===== src/rtl/core/b64d_pkg.sv =====
// Package of the base64 stream decoder: shared types, codes and the alphabet decode.
`default_nettype none
package b64d_pkg;

  localparam int unsigned SextetW    = 6;
  localparam int unsigned ByteW      = 8;
  localparam int unsigned MaxResults = 3;
  localparam int unsigned CntW       = 2;
  localparam int unsigned QueueDepthDefault = 4;

  localparam logic [ByteW-1:0] CharPad     = 8'h3D;
  localparam logic [ByteW-1:0] CharNewline = 8'h0A;

  typedef enum logic [1:0] {
    STATUS_OK       = 2'd0,
    STATUS_BAD_CHAR = 2'd1,
    STATUS_BAD_LEN  = 2'd2
  } status_e;

  // One result as it leaves the block.
  typedef struct packed {
    logic [ByteW-1:0] data_byte;
    logic             byte_valid;
    logic             message_end;
    status_e          status;
  } result_t;

  // Work handed from the front end to the back end: up to three results.
  typedef struct packed {
    logic [CntW-1:0]           cnt;
    result_t [MaxResults-1:0]  res;
  } cmd_t;

  // Decoded character: bad flag and the 6-bit value.
  typedef struct packed {
    logic              bad;
    logic [SextetW-1:0] value;
  } sextet_t;

  function automatic sextet_t sextet_of(input logic [ByteW-1:0] c);
    sextet_t s;
    s.bad   = 1'b0;
    s.value = '0;
    if (c >= 8'h41 && c <= 8'h5A) begin
      s.value = SextetW'(c - 8'h41);
    end else if (c >= 8'h61 && c <= 8'h7A) begin
      s.value = SextetW'(c - 8'h61 + 8'd26);
    end else if (c >= 8'h30 && c <= 8'h39) begin
      s.value = SextetW'(c - 8'h30 + 8'd52);
    end else if (c == 8'h2B) begin
      s.value = SextetW'(62);
    end else if (c == 8'h2F) begin
      s.value = SextetW'(63);
    end else begin
      s.bad = 1'b1;
    end
    return s;
  endfunction

  function automatic result_t byte_result(input logic [ByteW-1:0] b);
    result_t r;
    r.data_byte   = b;
    r.byte_valid  = 1'b1;
    r.message_end = 1'b0;
    r.status      = STATUS_OK;
    return r;
  endfunction

  function automatic result_t end_result(input status_e st);
    result_t r;
    r.data_byte   = '0;
    r.byte_valid  = 1'b0;
    r.message_end = 1'b1;
    r.status      = st;
    return r;
  endfunction

endpackage
`default_nettype wire


===== src/rtl/core/b64d_if.sv =====
// Channel interfaces of the base64 stream decoder: character input and result output.
`default_nettype none
interface b64d_in_if;
  logic       valid;
  logic       ready;
  logic [7:0] char_code;
  logic       final_char;

  modport source (output valid, output char_code, output final_char, input ready);
  modport sink   (input valid, input char_code, input final_char, output ready);
endinterface

interface b64d_out_if;
  logic       valid;
  logic       ready;
  logic [7:0] data_byte;
  logic       byte_valid;
  logic       message_end;
  logic [1:0] status;

  modport source (output valid, output data_byte, output byte_valid,
                  output message_end, output status, input ready);
  modport sink   (input valid, input data_byte, input byte_valid,
                  input message_end, input status, output ready);
endinterface
`default_nettype wire


===== src/rtl/core/base64_stream_decoder.sv =====
// Top level of the base64 stream decoder: front end, result queue and back end.
//
// Usage: characters of base64 text enter on in_chan_i, one per request, with
// final_char raised on the last character of each message. Decoded bytes and
// end-of-message markers leave on out_chan_o, one result per request; the last
// result of every message has message_end set, and status reports an invalid
// character or a lone leftover value.
// Throughput: one character is taken per cycle while the queue has room. A
// fourth value of a group yields three results, which the back end sends in turn,
// so a plain stream of valid text keeps pace (four characters, three bytes).
// Path: a character accepted by the front end has its results written into the
// queue, and the back end loads the group from there into its register, from
// which the first result is offered.
// Stalls: the queue of result groups lets the front end go on accepting while
// the receiver holds ready low; once the queue is full, in_chan_i.ready drops
// until the back end takes a group. Characters that cause no result never
// wait on the receiver unless the queue is full.
// Reset: rst_ni clears the group count, the padding and error-drop flags and
// empties the queue; no clearing pass is needed.
`default_nettype none
module base64_stream_decoder #(
  parameter int unsigned QueueDepth = b64d_pkg::QueueDepthDefault
) (
  input  wire logic   clk_i,
  input  wire logic   rst_ni,
  b64d_in_if.sink     in_chan_i,
  b64d_out_if.source  out_chan_o
);

  logic           push;
  b64d_pkg::cmd_t push_data;
  logic           full;
  logic           pop;
  logic           not_empty;
  b64d_pkg::cmd_t pop_data;

  // The front end classifies each character and updates the group state at
  // once; it stalls only when there is no room in the queue.
  b64d_front u_front (
    .clk_i       (clk_i),
    .rst_ni      (rst_ni),
    .in_chan     (in_chan_i),
    .cmd_valid_o (push),
    .cmd_o       (push_data),
    .cmd_ready_i (~full)
  );

  b64d_queue #(
    .Depth (QueueDepth)
  ) u_queue (
    .clk_i       (clk_i),
    .rst_ni      (rst_ni),
    .push_i      (push),
    .push_data_i (push_data),
    .full_o      (full),
    .pop_i       (pop),
    .not_empty_o (not_empty),
    .pop_data_o  (pop_data)
  );

  // The back end holds one group and steps through its results as the
  // receiver takes them, loading the next group in the cycle the last goes.
  b64d_back u_back (
    .clk_i       (clk_i),
    .rst_ni      (rst_ni),
    .cmd_valid_i (not_empty),
    .cmd_i       (pop_data),
    .cmd_pop_o   (pop),
    .out_chan    (out_chan_o)
  );

endmodule
`default_nettype wire


===== src/rtl/core/b64d_front.sv =====
// Front end: accepts characters, tracks the group state and forms the results of each one.
`default_nettype none
module b64d_front (
  input  wire logic            clk_i,
  input  wire logic            rst_ni,
  b64d_in_if.sink              in_chan,
  output logic                 cmd_valid_o,
  output b64d_pkg::cmd_t       cmd_o,
  input  wire logic            cmd_ready_i
);

  logic [b64d_pkg::CntW-1:0]    gc_q, gc_d;
  logic                         pad_q, pad_d;
  logic                         drop_q, drop_d;
  logic [b64d_pkg::SextetW-1:0] held_q [3];
  logic [b64d_pkg::SextetW-1:0] held_d [3];

  logic                         accept;
  logic                         fin;
  logic [b64d_pkg::ByteW-1:0]   ch;
  b64d_pkg::sextet_t            sx;
  logic                         do_flush;
  b64d_pkg::cmd_t               cmd;

  assign in_chan.ready = cmd_ready_i;
  assign accept        = in_chan.valid & cmd_ready_i;
  assign ch            = in_chan.char_code;
  assign fin           = in_chan.final_char;
  assign sx            = b64d_pkg::sextet_of(ch);

  always_comb begin
    gc_d     = gc_q;
    pad_d    = pad_q;
    drop_d   = drop_q;
    held_d   = held_q;
    do_flush = 1'b0;
    cmd      = '0;

    if (drop_q) begin
      if (fin) begin
        drop_d = 1'b0;
      end
    end else if (pad_q) begin
      do_flush = fin;
    end else if (ch == b64d_pkg::CharPad) begin
      pad_d    = 1'b1;
      do_flush = fin;
    end else if (fin && ch == b64d_pkg::CharNewline) begin
      do_flush = 1'b1;
    end else if (sx.bad) begin
      cmd.cnt    = 2'd1;
      cmd.res[0] = b64d_pkg::end_result(b64d_pkg::STATUS_BAD_CHAR);
      gc_d       = '0;
      pad_d      = 1'b0;
      drop_d     = ~fin;
    end else if (gc_q == 2'd3) begin
      // Fourth value completes the group: three bytes at once.
      cmd.cnt    = 2'd3;
      cmd.res[0] = b64d_pkg::byte_result({held_q[0], held_q[1][5:4]});
      cmd.res[1] = b64d_pkg::byte_result({held_q[1][3:0], held_q[2][5:2]});
      cmd.res[2] = b64d_pkg::byte_result({held_q[2][1:0], sx.value});
      gc_d       = '0;
      do_flush   = fin;
    end else begin
      held_d[gc_q] = sx.value;
      gc_d         = gc_q + 2'd1;
      do_flush     = fin;
    end

    if (do_flush) begin
      if (cmd.cnt == 2'd3) begin
        cmd.res[2].message_end = 1'b1;
      end else begin
        unique case (gc_d)
          2'd0: begin
            cmd.cnt    = 2'd1;
            cmd.res[0] = b64d_pkg::end_result(b64d_pkg::STATUS_OK);
          end
          2'd1: begin
            cmd.cnt    = 2'd1;
            cmd.res[0] = b64d_pkg::end_result(b64d_pkg::STATUS_BAD_LEN);
          end
          2'd2: begin
            cmd.cnt    = 2'd1;
            cmd.res[0] = b64d_pkg::byte_result({held_d[0], held_d[1][5:4]});
            cmd.res[0].message_end = 1'b1;
          end
          default: begin
            cmd.cnt    = 2'd2;
            cmd.res[0] = b64d_pkg::byte_result({held_d[0], held_d[1][5:4]});
            cmd.res[1] = b64d_pkg::byte_result({held_d[1][3:0], held_d[2][5:2]});
            cmd.res[1].message_end = 1'b1;
          end
        endcase
      end
      gc_d   = '0;
      pad_d  = 1'b0;
      drop_d = 1'b0;
    end
  end

  assign cmd_valid_o = accept & (cmd.cnt != '0);
  assign cmd_o       = cmd;

  always_ff @(posedge clk_i or negedge rst_ni) begin
    if (!rst_ni) begin
      gc_q   <= '0;
      pad_q  <= 1'b0;
      drop_q <= 1'b0;
    end else if (accept) begin
      gc_q   <= gc_d;
      pad_q  <= pad_d;
      drop_q <= drop_d;
    end
  end

  always_ff @(posedge clk_i) begin
    if (accept) begin
      held_q <= held_d;
    end
  end

endmodule
`default_nettype wire


===== src/rtl/core/b64d_queue.sv =====
// Small queue of result groups between the front end and the back end.
`default_nettype none
module b64d_queue #(
  parameter int unsigned Depth = b64d_pkg::QueueDepthDefault
) (
  input  wire logic            clk_i,
  input  wire logic            rst_ni,
  input  wire logic            push_i,
  input  b64d_pkg::cmd_t       push_data_i,
  output logic                 full_o,
  input  wire logic            pop_i,
  output logic                 not_empty_o,
  output b64d_pkg::cmd_t       pop_data_o
);

  localparam int unsigned PtrW = (Depth > 1) ? $clog2(Depth) : 1;
  localparam int unsigned CntW = $clog2(Depth + 1);
  localparam logic [PtrW-1:0] LastPtr = PtrW'(Depth - 1);
  localparam logic [CntW-1:0] FullCnt = CntW'(Depth);

  b64d_pkg::cmd_t      mem_q [Depth];
  logic [PtrW-1:0]     wr_ptr_q, rd_ptr_q;
  logic [CntW-1:0]     cnt_q;

  assign full_o      = (cnt_q == FullCnt);
  assign not_empty_o = (cnt_q != '0);
  assign pop_data_o  = mem_q[rd_ptr_q];

  always_ff @(posedge clk_i) begin
    if (push_i) begin
      mem_q[wr_ptr_q] <= push_data_i;
    end
  end

  always_ff @(posedge clk_i or negedge rst_ni) begin
    if (!rst_ni) begin
      wr_ptr_q <= '0;
      rd_ptr_q <= '0;
      cnt_q    <= '0;
    end else begin
      if (push_i) begin
        wr_ptr_q <= (wr_ptr_q == LastPtr) ? '0 : wr_ptr_q + 1'b1;
      end
      if (pop_i) begin
        rd_ptr_q <= (rd_ptr_q == LastPtr) ? '0 : rd_ptr_q + 1'b1;
      end
      if (push_i && !pop_i) begin
        cnt_q <= cnt_q + 1'b1;
      end else if (pop_i && !push_i) begin
        cnt_q <= cnt_q - 1'b1;
      end
    end
  end

endmodule
`default_nettype wire


===== src/rtl/core/b64d_back.sv =====
// Back end: takes queued groups, sends results one per cycle unless ready is low.
`default_nettype none
module b64d_back (
  input  wire logic            clk_i,
  input  wire logic            rst_ni,
  input  wire logic            cmd_valid_i,
  input  b64d_pkg::cmd_t       cmd_i,
  output logic                 cmd_pop_o,
  b64d_out_if.source           out_chan
);

  b64d_pkg::cmd_t            cmd_q;
  logic                      busy_q;
  logic [b64d_pkg::CntW-1:0] idx_q;
  b64d_pkg::result_t         cur;
  logic                      sent;
  logic                      last_sent;

  assign cur       = cmd_q.res[idx_q];
  assign sent      = busy_q & out_chan.ready;
  assign last_sent = sent & (idx_q == cmd_q.cnt - 2'd1);
  assign cmd_pop_o = cmd_valid_i & (~busy_q | last_sent);

  assign out_chan.valid       = busy_q;
  assign out_chan.data_byte   = cur.data_byte;
  assign out_chan.byte_valid  = cur.byte_valid;
  assign out_chan.message_end = cur.message_end;
  assign out_chan.status      = cur.status;

  always_ff @(posedge clk_i or negedge rst_ni) begin
    if (!rst_ni) begin
      busy_q <= 1'b0;
      idx_q  <= '0;
    end else if (cmd_pop_o) begin
      busy_q <= 1'b1;
      idx_q  <= '0;
    end else if (last_sent) begin
      busy_q <= 1'b0;
      idx_q  <= '0;
    end else if (sent) begin
      idx_q  <= idx_q + 2'd1;
    end
  end

  always_ff @(posedge clk_i) begin
    if (cmd_pop_o) begin
      cmd_q <= cmd_i;
    end
  end

endmodule
`default_nettype wire


===== src/flat_wrapper.sv =====
// flat-port wrapper written by rule: the top's interface ports become plain ports
module base64_stream_decoder_flat 
#(
  parameter int unsigned QueueDepth = b64d_pkg::QueueDepthDefault
)
  (clk_i, rst_ni, in_chan_i_valid, in_chan_i_char_code, in_chan_i_final_char, in_chan_i_ready, out_chan_o_valid, out_chan_o_data_byte, out_chan_o_byte_valid, out_chan_o_message_end, out_chan_o_status, out_chan_o_ready);
  b64d_in_if in_chan_i_i ();
  b64d_out_if out_chan_o_i ();
  input  wire logic clk_i;
  input  wire logic rst_ni;
  input wire logic [$bits(in_chan_i_i.valid)-1:0] in_chan_i_valid;
  input wire logic [$bits(in_chan_i_i.char_code)-1:0] in_chan_i_char_code;
  input wire logic [$bits(in_chan_i_i.final_char)-1:0] in_chan_i_final_char;
  output wire logic [$bits(in_chan_i_i.ready)-1:0] in_chan_i_ready;
  output wire logic [$bits(out_chan_o_i.valid)-1:0] out_chan_o_valid;
  output wire logic [$bits(out_chan_o_i.data_byte)-1:0] out_chan_o_data_byte;
  output wire logic [$bits(out_chan_o_i.byte_valid)-1:0] out_chan_o_byte_valid;
  output wire logic [$bits(out_chan_o_i.message_end)-1:0] out_chan_o_message_end;
  output wire logic [$bits(out_chan_o_i.status)-1:0] out_chan_o_status;
  input wire logic [$bits(out_chan_o_i.ready)-1:0] out_chan_o_ready;
  assign in_chan_i_i.valid = in_chan_i_valid;
  assign in_chan_i_i.char_code = in_chan_i_char_code;
  assign in_chan_i_i.final_char = in_chan_i_final_char;
  assign in_chan_i_ready = in_chan_i_i.ready;
  assign out_chan_o_valid = out_chan_o_i.valid;
  assign out_chan_o_data_byte = out_chan_o_i.data_byte;
  assign out_chan_o_byte_valid = out_chan_o_i.byte_valid;
  assign out_chan_o_message_end = out_chan_o_i.message_end;
  assign out_chan_o_status = out_chan_o_i.status;
  assign out_chan_o_i.ready = out_chan_o_ready;
  base64_stream_decoder #(.QueueDepth(QueueDepth)) u_core (.clk_i(clk_i), .rst_ni(rst_ni), .in_chan_i(in_chan_i_i), .out_chan_o(out_chan_o_i));
endmodule

===== config.mk =====
export PLATFORM = sky130hd
export DESIGN_NAME = base64_stream_decoder_flat
export DESIGN_NICKNAME = d
export VERILOG_FILES = /design/src/rtl/core/b64d_pkg.sv /design/src/rtl/core/b64d_if.sv /design/src/rtl/core/base64_stream_decoder.sv /design/src/rtl/core/b64d_front.sv /design/src/rtl/core/b64d_queue.sv /design/src/rtl/core/b64d_back.sv /design/src/flat_wrapper.sv
export SDC_FILE = /design/constraint.sdc
export NUM_CORES = 1
export LEC_CHECK = 0
export ABC_AREA = 1
export BUFFER_PORTS_ARGS = -buffer_cell sky130_fd_sc_hd__buf_2
export CAP_MARGIN = 25
export CORE_MARGIN = 4
export CORE_UTILIZATION = 62
export DETAILED_ROUTE_END_ITERATION = 8
export GPL_TIMING_DRIVEN = 0
export MAX_ROUTING_LAYER = met4
export PLACE_DENSITY = 0.79
export SLEW_MARGIN = 20
export SYNTH_ARGS = -nofsm -noshare
export SYNTH_HDL_FRONTEND = slang
export SYNTH_SLANG_ARGS = --single-unit

===== constraint.sdc =====
create_clock -name clk_i -period 4.2 [get_ports clk_i]
set_input_delay 0.84 -clock clk_i [delete_from_list [all_inputs] [get_ports clk_i]]
set_output_delay 0.84 -clock clk_i [all_outputs]
set_load 0.01 [all_outputs]

==> results of run 1 <==
[Yosys cell counts]
library cell	instances	area [um2]
xnor2_1	3	26.3
o22ai_1	36	225
a21oi_1	7	35.0
buf_2	2	10.0
fa_1	1	20.0
mux2_2	1	11.3
xor2_1	6	52.6
nor2_2	2	12.5
ha_1	19	238
nor2_1	137	514
nand3_2	1	10.0
or2_2	1	6.26
o31ai_1	11	82.6
nor3_1	6	30.0
clkbuf_1	25	93.8
inv_1	52	195
clkinv_1	2	7.51
buf_1	2	7.51
nor2_4	1	11.3
o21ai_0	79	395
nand3b_1	1	7.51
nand2_1	145	544
nor3b_1	1	7.51
nand4_1	6	37.5
edfxtp_1	188	5650
buf_4	4	30.0
nor4_1	2	12.5
o211ai_1	1	7.51
a31oi_1	1	6.26
inv_2	6	22.5
o21ai_1	15	75.1
nand3_1	31	155
dfrtp_1	14	350
nand4_2	1	12.5
[routing by layer]
layer | up-vias | part of all wire | track usage
met4 | 0 | 0.025 | 0.0805
met1 | 3031 | 0.40 | 0.337
li1 | 2941 | - | -
met2 | 307 | 0.50 | 0.431
met5 | - | 0 | -
met3 | 48 | 0.076 | 0.0350
[report_power, final]
part | internal, mW | switching (mW) | leakage (nW)
registers | 2.77 | 0.173 | 1.93
logic | 0.647 | 1.49 | 1.63
clock network | 1.08 | 0.719 | 0.325
[critical path: cells and delay by family]
| family | cells | cell delay (ps) |
|---|---|---|
| AO/OA/AOI/OAI | 2 | 280 |
| XOR/XNOR | 1 | 190 |
| adder cells (fa/ha/maj) | 3 | 870 |
| buffers and inverters | 4 | 620 |
| AND/OR/NAND/NOR | 11 | 1270 |
[worst paths after layout]
kind	end	start	cells after the start
max in group asynchronous	u_core.u_back.idx_q[0]$_DFFE_PN0P_	rst_ni	1
worst max register to register	u_core.u_queue.cnt_q[2]$_DFFE_PN0P_	u_core.u_queue.cnt_q[0]$_DFFE_PN0P_	12
min in group clk_i	u_core.u_queue.cnt_q[2]$_DFFE_PN0P_	u_core.u_queue.cnt_q[2]$_DFFE_PN0P_	1
worst max-delay path	u_core.u_queue.cnt_q[2]$_DFFE_PN0P_	in_chan_i_char_code[2]	21
worst min-delay path	u_core.u_queue.wr_ptr_q[1]$_DFFE_PN0P_	rst_ni	1
worst min register to register	u_core.u_queue.cnt_q[2]$_DFFE_PN0P_	u_core.u_queue.cnt_q[2]$_DFFE_PN0P_	1
[registers in the layout, indices dropped and copies added, names as in the netlist, named ones only]
register and flops:
u_core.u_front.drop_q 1, u_core.u_queue.rd_ptr_q 2, u_core.u_back.cmd_q 34, u_core.u_queue.wr_ptr_q 2, u_core.u_front.pad_q 1, u_core.u_back.out_chan.valid 1
u_core.u_front.held_q 16, u_core.u_front.gc_q 2, u_core.u_queue.mem_q 136, u_core.u_queue.cnt_q 3, u_core.u_back.idx_q 2
[cells by family (layout without fill, tap and decap cells)]
kind of cell	after synthesis	count (layout)	synth area share
multiplexers	1	1	0.00127
adder cells (fa/ha/maj)	20	20	0.0290
flip-flops	202	202	0.674
AO/OA/AOI/OAI	150	150	0.0929
buffers and inverters	93	159	0.0412
AND/OR/NAND/NOR	335	335	0.153
XOR/XNOR	9	9	0.00886
[cell type report]
cell class                 count  area (um2)
buffer                        33         141
fill                         920        3900
clock inverter                12         144
sequential                   202        6000
multi-input combinational    515        2570
clock buffer                  24         526
inverter                      60         225
timing repair buffer          30         255
tap                          180         225
[metrics by stage]
stage	total power [mW]	area, um2	setup TNS, ps
after global placement	4.89	9250	-201060
after floorplan	4.27	8900	0
after CTS	6.87	10100	0
after global routing	7.22	10100	0
final	6.89	10100	0
after detailed placement	5.07	9420	0
==> reports/qor.txt, run 1 <==
VDD IR max - 0.342 mV
Starting Density - 0.636
H-tree levels - 1
Post-Synthesis Cells - 810
first-pass GRT wire length - 32100 um
initial antenna violation count - 0
Max Fclk - 272 MHz
CP required - 4590 ps
Rows - 43
critical path class - input port to register
hold buffers post-CTS - 0
sequential fraction of the synthesis area - 0.674
placed insts - 1020
Area Growth Syn to Fin - 13.3%
final period utilization - 0.876
Cell Area, Synth - 0.00890 mm2
reg2reg setup slack - 970 ps
most common cell after layout, fill and taps aside - edfxtp_1
Worst path max stage delay - 390 ps
Clk pin slew, worst setup/hold paths - 60 ps
crit-path max FO - 10
most used cell, CP - nand2_1
syn nets - 843
Die Y-Extent - 128 um
Slowest-stage cell, CP - fa_1
Placement Setup Slack - 101 ps
DRC violations left - 0
total vias in the final route - 6327
RSZ-0062 raised after global routing - no
commonest non-fill, non-tap cells in the layout - 188 x edfxtp_1, 145 x nand2_1, 132 x nor2_1, 79 x o21ai_0, 52 x inv_1
Clock Sinks - 202
Overflow after GRT - 0
Final Skew - 17.3 ps
YS warnings - 0
post-DP HPWL - 13700 um
number of port buffers - 25
Post-Route WL - 20300 um
CTS Root Cell - clkbuf_16
Hold Violations, Final - 0
CTS buffer count - 20
Yosys reg bits - 202
min Tclk post-route - 3680 ps
Pre-antenna DRT Iters - 5
Worst Slack Setup Final - 519 ps
Worst Path Arrival - 4070 ps
Slew headroom - 0.396
Post-Layout Cell Count - 1056
Antenna diodes - 0
Pins Over Slew Limit - 0
Syn Area/Cell - 11.0 um2
Initial DRC Count - 712
setup violators final - 0
number of global-route vias before repair - 6125
critical path startpoint category - input port
HP Class - input port to asynchronous set/reset pin
core footprint - 0.0140 mm2
die area - 0.0163 mm2
vias per inst - 5.99
Tightest Pin Transition - 905 ps
worst path cell trace - buf_2 -> inv_1 -> ha_1 -> nand2_1 -> nand2_1 -> nand3_1 -> nand2_1 -> nand2_1 -> nand2_1 -> nand3_2 -> nand2_1 -> nand2_1 -> nand2_1 -> nand2_1 -> inv_2 -> ha_1 -> inv_1 -> fa_1 -> a21oi_1 -> o21ai_0 -> xnor2_1
Post-CTS Resized - 0
outcome - complete, no violations
pin count of the biggest net entering global routing - 28
clock tree buffer depth - 3
routed length per instance - 19.3 um
P per Cell Area - 683 mW/mm2
GRT Util Overall - 0.259
DRT antenna net count - 0
layout cells sized above 1 - 0.0947
Nets - 895
Max Cap Viol - 0
Setup Buffers After CTS - 0
Hold Worst Slack - 270 ps
Final Util - 0.721
num ports - 27
CTS tree - built
CP endpoint kind - register
GP Congestion - 0.925
die width - 128 um
worst skew pair latency - 490 ps
Pleak - 3.89 nW
Cell variety after synth - 34
Note: power is estimated with default switching activity, not from simulation.
==> run 2: changes to the inputs <==
- BUFFER_PORTS_ARGS: -buffer_cell sky130_fd_sc_hd__buf_2 -> -buffer_cell sky130_fd_sc_hd__buf_4
- SKIP_LAST_GASP: unset -> 1
==> reports/qor.txt, run 2 (same netlist as run 1, synthesis figures left out) <==
outcome - complete, no violations
Nets - 895 (unchanged)
Max Fclk - 269 MHz (-1.0%)
post-DP HPWL - 14100 um (+3.2%)
most common cell after layout, fill and taps aside - edfxtp_1
RR Endpoint - u_core.u_queue.cnt_q[2]$_DFFE_PN0P_
Slowest-stage cell, CP - fa_1
hold buffers post-CTS - 0 (unchanged)
final period utilization - 0.886 (+0.00923)
Rows - 43 (unchanged)
Starting Density - 0.636 (unchanged)
reg2reg setup slack - 910 ps (-60 ps)
die area - 0.0163 mm2 (unchanged)
CP required - 4550 ps (-40 ps)
Top reg by flops - u_core.u_queue.mem_q
Crit path buffers/inverters - 4 (unchanged)
P per Cell Area - 669 mW/mm2 (-1.9%)
Max Cap Viol - 0 (unchanged)
Worst path max stage delay - 400 ps (about the same)
Pre-antenna DRT Iters - 5 (unchanged)
num ports - 27 (unchanged)
number of port buffers - 25 (unchanged)
worst path cell trace - buf_4 -> inv_1 -> ha_1 -> nand2_1 -> nand2_1 -> nand3_1 -> nand2_1 -> nand2_1 -> nand2_1 -> nand3_2 -> nand2_1 -> nand2_1 -> nand2_1 -> nand2_1 -> inv_2 -> ha_1 -> inv_1 -> fa_1 -> a21oi_1 -> o21ai_0 -> xnor2_1
Largest register FFs - 136 (unchanged)
routed length per instance - 19.4 um (+0.71%)
core footprint - 0.0140 mm2 (unchanged)
Die Y-Extent - 128 um (unchanged)
die width - 128 um (unchanged)
first-pass GRT wire length - 31600 um (-1.5%)
Pleak - 3.86 nW (-0.66%)
CTS buffer count - 20 (unchanged)
DRT antenna net count - 0 (unchanged)
HP Class - input port to asynchronous set/reset pin
most used cell, CP - nand2_1
Hold Worst Slack - 215 ps (-54.3 ps)
H-tree levels - 1 (unchanged)
commonest non-fill, non-tap cells in the layout - 188 x edfxtp_1, 145 x nand2_1, 132 x nor2_1, 79 x o21ai_0, 52 x inv_1
VDD IR max - 0.307 mV (-10%)
critical path class - input port to register
Hold Violations, Final - 0 (unchanged)
Antenna diodes - 0 (unchanged)
Worst Reg-to-Reg Cells - 12 (unchanged)
Post-Route WL - 20400 um (+0.52%)
GRT Util Overall - 0.256 (-0.00304)
Tightest Pin Transition - 875 ps (-30.2 ps)
Area Growth Syn to Fin - 13.0%
CTS tree - built
crit-path max FO - 10 (unchanged)
DRC violations left - 0 (unchanged)
initial antenna violation count - 0 (unchanged)
RSZ-0062 raised after global routing - no
Final Skew - 22.4 ps (+5.06 ps)
worst r2r src - u_core.u_queue.cnt_q[0]$_DFFE_PN0P_
Largest regs - u_core.u_queue.mem_q (136), u_core.u_back.cmd_q (34), u_core.u_front.held_q (16)
CP top delay family - simple AND/OR/NAND/NOR gates
Clock Sinks - 202 (unchanged)
Worst Path Arrival - 4070 ps (about the same)
Placement Setup Slack - 17.6 ps (-83.7 ps)
vias per inst - 5.93 (-0.97%)
total vias in the final route - 6254 (-1.2%)
CP endpoint kind - register
CTS Root Cell - clkbuf_16
Overflow after GRT - 0 (unchanged)
layout cells sized above 1 - 0.0881 (-0.00665)
Final Util - 0.719 (-0.00215)
Pins Over Slew Limit - 0 (unchanged)
critical path startpoint category - input port
Slew headroom - 0.416 (+0.0202)
worst skew pair latency - 490 ps (about the same)
GP Congestion - 0.935 (+1.0%)
Post-CTS Resized - 0 (unchanged)
Initial DRC Count - 869 (+22%)
min Tclk post-route - 3720 ps (+38.8 ps)
Clk pin slew, worst setup/hold paths - 60 ps (about the same)
Setup Buffers After CTS - 0 (unchanged)
clock tree buffer depth - 3 (unchanged)
setup violators final - 0 (unchanged)
# fillers - 956 (+3.9%)
number of global-route vias before repair - 6194 (+1.1%)
pin count of the biggest net entering global routing - 34 (+21%)
Worst Slack Setup Final - 480 ps (-38.8 ps)
[run 2: cell types whose count changed in the layout (fill, tap and decap cells not counted)]
cell        change
buf_2          -25
buf_4          +25
bufinv_16       -3
clkbuf_1        +4
clkinv_2        -2
clkinvlp_4      -1
[run 2: area by class of cell]
cell class                 count  area [um2]  area share
sequential                   202        6000       0.596
multi-input combinational    515        2570       0.256
clock buffer                  28         541      0.0538
timing repair buffer          30         318      0.0316
inverter                      60         225      0.0224
tap                          180         225      0.0224
buffer                        33         141      0.0141
clock inverter                 6        36.3     0.00361
[run 2: worst reg2reg max path: stages (launching register included)]
cell and delay, ps:
dfrtp_1 440, nor2_1 70, nand2_1 80, nand2_1 110, inv_1 660, nand2_1 520, inv_2 220, ha_1 170
inv_1 70, fa_1 400, a21oi_1 170, o21ai_0 130, xnor2_1 150
[run 2: per-stage QoR]
stage	instances	area (um2)	TNS [ps]	total power, mW
3_5_place_dp	1020	9480	0	5.14
6_report	1054	10100	0	6.73
2_1_floorplan	810	8900	0	4.27
3_3_place_gp	1015	9310	-192890	4.94
4_1_cts	1054	10100	0	6.71
5_1_grt	1054	10100	0	7.06
[run 2: routing by layer]
layer	up-vias	global-route usage	share of wire	wire (um)
met5	-	-	0	0
met3	39	0.0300	0.090	1850
met4	0	0.0662	0.022	451
met1	2963	0.329	0.38	7850
li1	2921	-	-	-
met2	331	0.441	0.50	10300
[run 2: power by group]
part	switching (mW)	internal (mW)	total, mW
logic	1.52	0.690	2.21
clock network	0.676	0.895	1.57
registers	0.174	2.77	2.95
[run 2: how the worst max path moves through the flow]
| stage | start | to | slack, ps | depth (start not counted) |
|---|---|---|---|---|
| CTS | in_chan_i_char_code[2] | u_core.u_queue.cnt_q[2]$_DFFE_PN0P_ | 490 | 21 |
| finish | in_chan_i_char_code[2] | u_core.u_queue.cnt_q[2]$_DFFE_PN0P_ | 480 | 21 |
| floorplan | in_chan_i_char_code[2] | u_core.u_queue.mem_q[0][0]$_DFFE_PP_ | 160 | 14 |
| global placement | in_chan_i_char_code[2] | u_core.u_queue.mem_q[0][16]$_DFFE_PP_ | -1460 | 15 |
| global route | in_chan_i_char_code[2] | u_core.u_queue.cnt_q[2]$_DFFE_PN0P_ | 200 | 21 |
| detailed placement | in_chan_i_char_code[2] | u_core.u_queue.cnt_q[2]$_DFFE_PN0P_ | 20 | 21 |
==> run 3: changes to the inputs <==
- PLACE_DENSITY: 0.79 -> 0.8
==> reports/qor.txt, run 3 (same netlist as run 1, synthesis figures left out) <==
Initial DRC Count - 709 (-18%)
Slowest-stage cell, CP - fa_1
H-tree levels - 1 (unchanged)
Post-CTS Resized - 0 (unchanged)
worst path cell trace - buf_4 -> inv_1 -> ha_1 -> nand2_1 -> nand2_1 -> nand3_1 -> nand2_1 -> nand2_1 -> nand2_1 -> nand3_2 -> nand2_1 -> nand2_1 -> nand2_1 -> nand2_1 -> inv_2 -> ha_1 -> inv_1 -> fa_1 -> a21oi_1 -> o21ai_0 -> xnor2_1
layout cells sized above 1 - 0.0927 (+0.00458)
vias per inst - 6.05 (+1.9%)
Starting Density - 0.636 (unchanged)
Worst Reg-to-Reg Cells - 12 (unchanged)
Rows - 43 (unchanged)
setup violators final - 0 (unchanged)
P per Cell Area - 675 mW/mm2 (+0.88%)
reg2reg setup slack - 930 ps (+20 ps)
Final Skew - 17.6 ps (-4.76 ps)
Clock Sinks - 202 (unchanged)
most used cell, CP - nand2_1
RR Endpoint - u_core.u_queue.cnt_q[2]$_DFFE_PN0P_
Hold Worst Slack - 214 ps (-1.60 ps)
GP Congestion - 0.964 (+3.1%)
Max Fclk - 276 MHz (+2.5%)
first-pass GRT wire length - 32000 um (+1.4%)
Pins Over Slew Limit - 0 (unchanged)
Top reg by flops - u_core.u_queue.mem_q
Critical Path Stages - 21 (unchanged)
Max Cap Viol - 0 (unchanged)
min Tclk post-route - 3630 ps (-91.0 ps)
final period utilization - 0.864 (-0.0217)
Overflow after GRT - 0 (unchanged)
worst r2r src - u_core.u_queue.cnt_q[0]$_DFFE_PN0P_
Hold Violations, Final - 0 (unchanged)
core footprint - 0.0140 mm2 (unchanged)
post-DP HPWL - 13900 um (-1.6%)
CP endpoint kind - register
number of port buffers - 25 (unchanged)
critical path class - input port to register
Crit path buffers/inverters - 4 (unchanged)
most common cell after layout, fill and taps aside - edfxtp_1
die area - 0.0163 mm2 (unchanged)
Setup Buffers After CTS - 0 (unchanged)
Slew headroom - 0.409 (-0.00730)
routed length per instance - 19.4 um (about the same)
VDD IR max - 0.334 mV (+8.7%)
Largest register FFs - 136 (unchanged)
Nets - 895 (unchanged)
die width - 128 um (unchanged)
pin count of the biggest net entering global routing - 31 (-8.8%)
Pleak - 3.89 nW (+0.62%)
Post-Route WL - 20400 um (about the same)
CP top delay family - simple AND/OR/NAND/NOR gates
Antenna diodes - 0 (unchanged)
Clk pin slew, worst setup/hold paths - 60 ps (about the same)
CTS buffer count - 20 (unchanged)
num ports - 27 (unchanged)
CTS tree - built
Tightest Pin Transition - 886 ps (+10.9 ps)
hold buffers post-CTS - 0 (unchanged)
Largest regs - u_core.u_queue.mem_q (136), u_core.u_back.cmd_q (34), u_core.u_front.held_q (16)
Worst path max stage delay - 400 ps (about the same)
CTS Root Cell - clkbuf_16
# fillers - 892 (-6.7%)
worst skew pair latency - 490 ps (about the same)
initial antenna violation count - 0 (unchanged)
critical path startpoint category - input port
total vias in the final route - 6374 (+1.9%)
placed insts - 1020 (unchanged)
RSZ-0062 raised after global routing - no
CP required - 4560 ps (about the same)
Worst Path Arrival - 3990 ps (-80 ps)
outcome - complete, no violations
Area Growth Syn to Fin - 13.4%
Die Y-Extent - 128 um (unchanged)
Total Power - 6.82 mW (+1.3%)
Critical Path Start - in_chan_i_char_code[2]
commonest non-fill, non-tap cells in the layout - 188 x edfxtp_1, 145 x nand2_1, 132 x nor2_1, 79 x o21ai_0, 52 x inv_1
Pre-antenna DRT Iters - 5 (unchanged)
Post-Layout Cell Count - 1054 (unchanged)
HP Class - input port to asynchronous set/reset pin
number of global-route vias before repair - 6143 (-0.82%)
DRC violations left - 0 (unchanged)
crit-path max FO - 10 (unchanged)
GRT Util Overall - 0.259 (+0.00214)
clock tree buffer depth - 3 (unchanged)
DRT antenna net count - 0 (unchanged)
## run 3: routing by layer
metal,GRT usage,part of all wire
met1,0.331,0.40
met4,0.0787,0.024
met2,0.436,0.50
met3,0.0338,0.076
met5,-,0
## run 3: per-stage QoR
stage | area, um2 | setup WS [ps] | setup TNS [ps] | util
6_report | 10100 | 571 | 0 | 0.722
5_1_grt | 10100 | 257 | 0 | 0.722
4_1_cts | 10100 | 612 | 0 | 0.722
3_5_place_dp | 9470 | 125 | 0 | 0.677
3_3_place_gp | 9310 | -1440 | -188740 | 0.666
2_1_floorplan | 8900 | 162 | 0 | -
## run 3: worst max-delay path by stage
stage | endpoint | slack, ps
after floorplan | u_core.u_queue.mem_q[0][0]$_DFFE_PP_ | 160
after global placement | u_core.u_queue.mem_q[3][9]$_DFFE_PP_ | -1440
after detailed placement | u_core.u_queue.cnt_q[2]$_DFFE_PN0P_ | 120
after CTS | u_core.u_queue.cnt_q[2]$_DFFE_PN0P_ | 610
after global routing | u_core.u_queue.cnt_q[2]$_DFFE_PN0P_ | 260
final | u_core.u_queue.cnt_q[2]$_DFFE_PN0P_ | 570
## run 3: area by class of cell
cell class	instances	area, um2	share of cell area
clock buffer	25	519	0.0514
multi-input combinational	515	2570	0.255
sequential	202	6000	0.594
buffer	33	141	0.0140
timing repair buffer	30	310	0.0307
clock inverter	9	104	0.0103
tap	180	225	0.0223
inverter	60	225	0.0223
## run 3: worst register-to-register path, stage by stage, from the launching register on
cell and delay [ps]:
dfrtp_1 450, nor2_1 80, nand2_1 80, nand2_1 110
inv_1 670, nand2_1 500, inv_2 210, ha_1 160
inv_1 70, fa_1 400, a21oi_1 160, o21ai_0 120
xnor2_1 140
## run 3: where the power goes
group	leakage, nW	internal (mW)	switching (mW)	total (mW)
combinational	1.65	0.686	1.49	2.18
sequential	1.93	2.78	0.176	2.95
clock	0.306	1.00	0.689	1.69
total	3.89	4.46	2.36	6.82
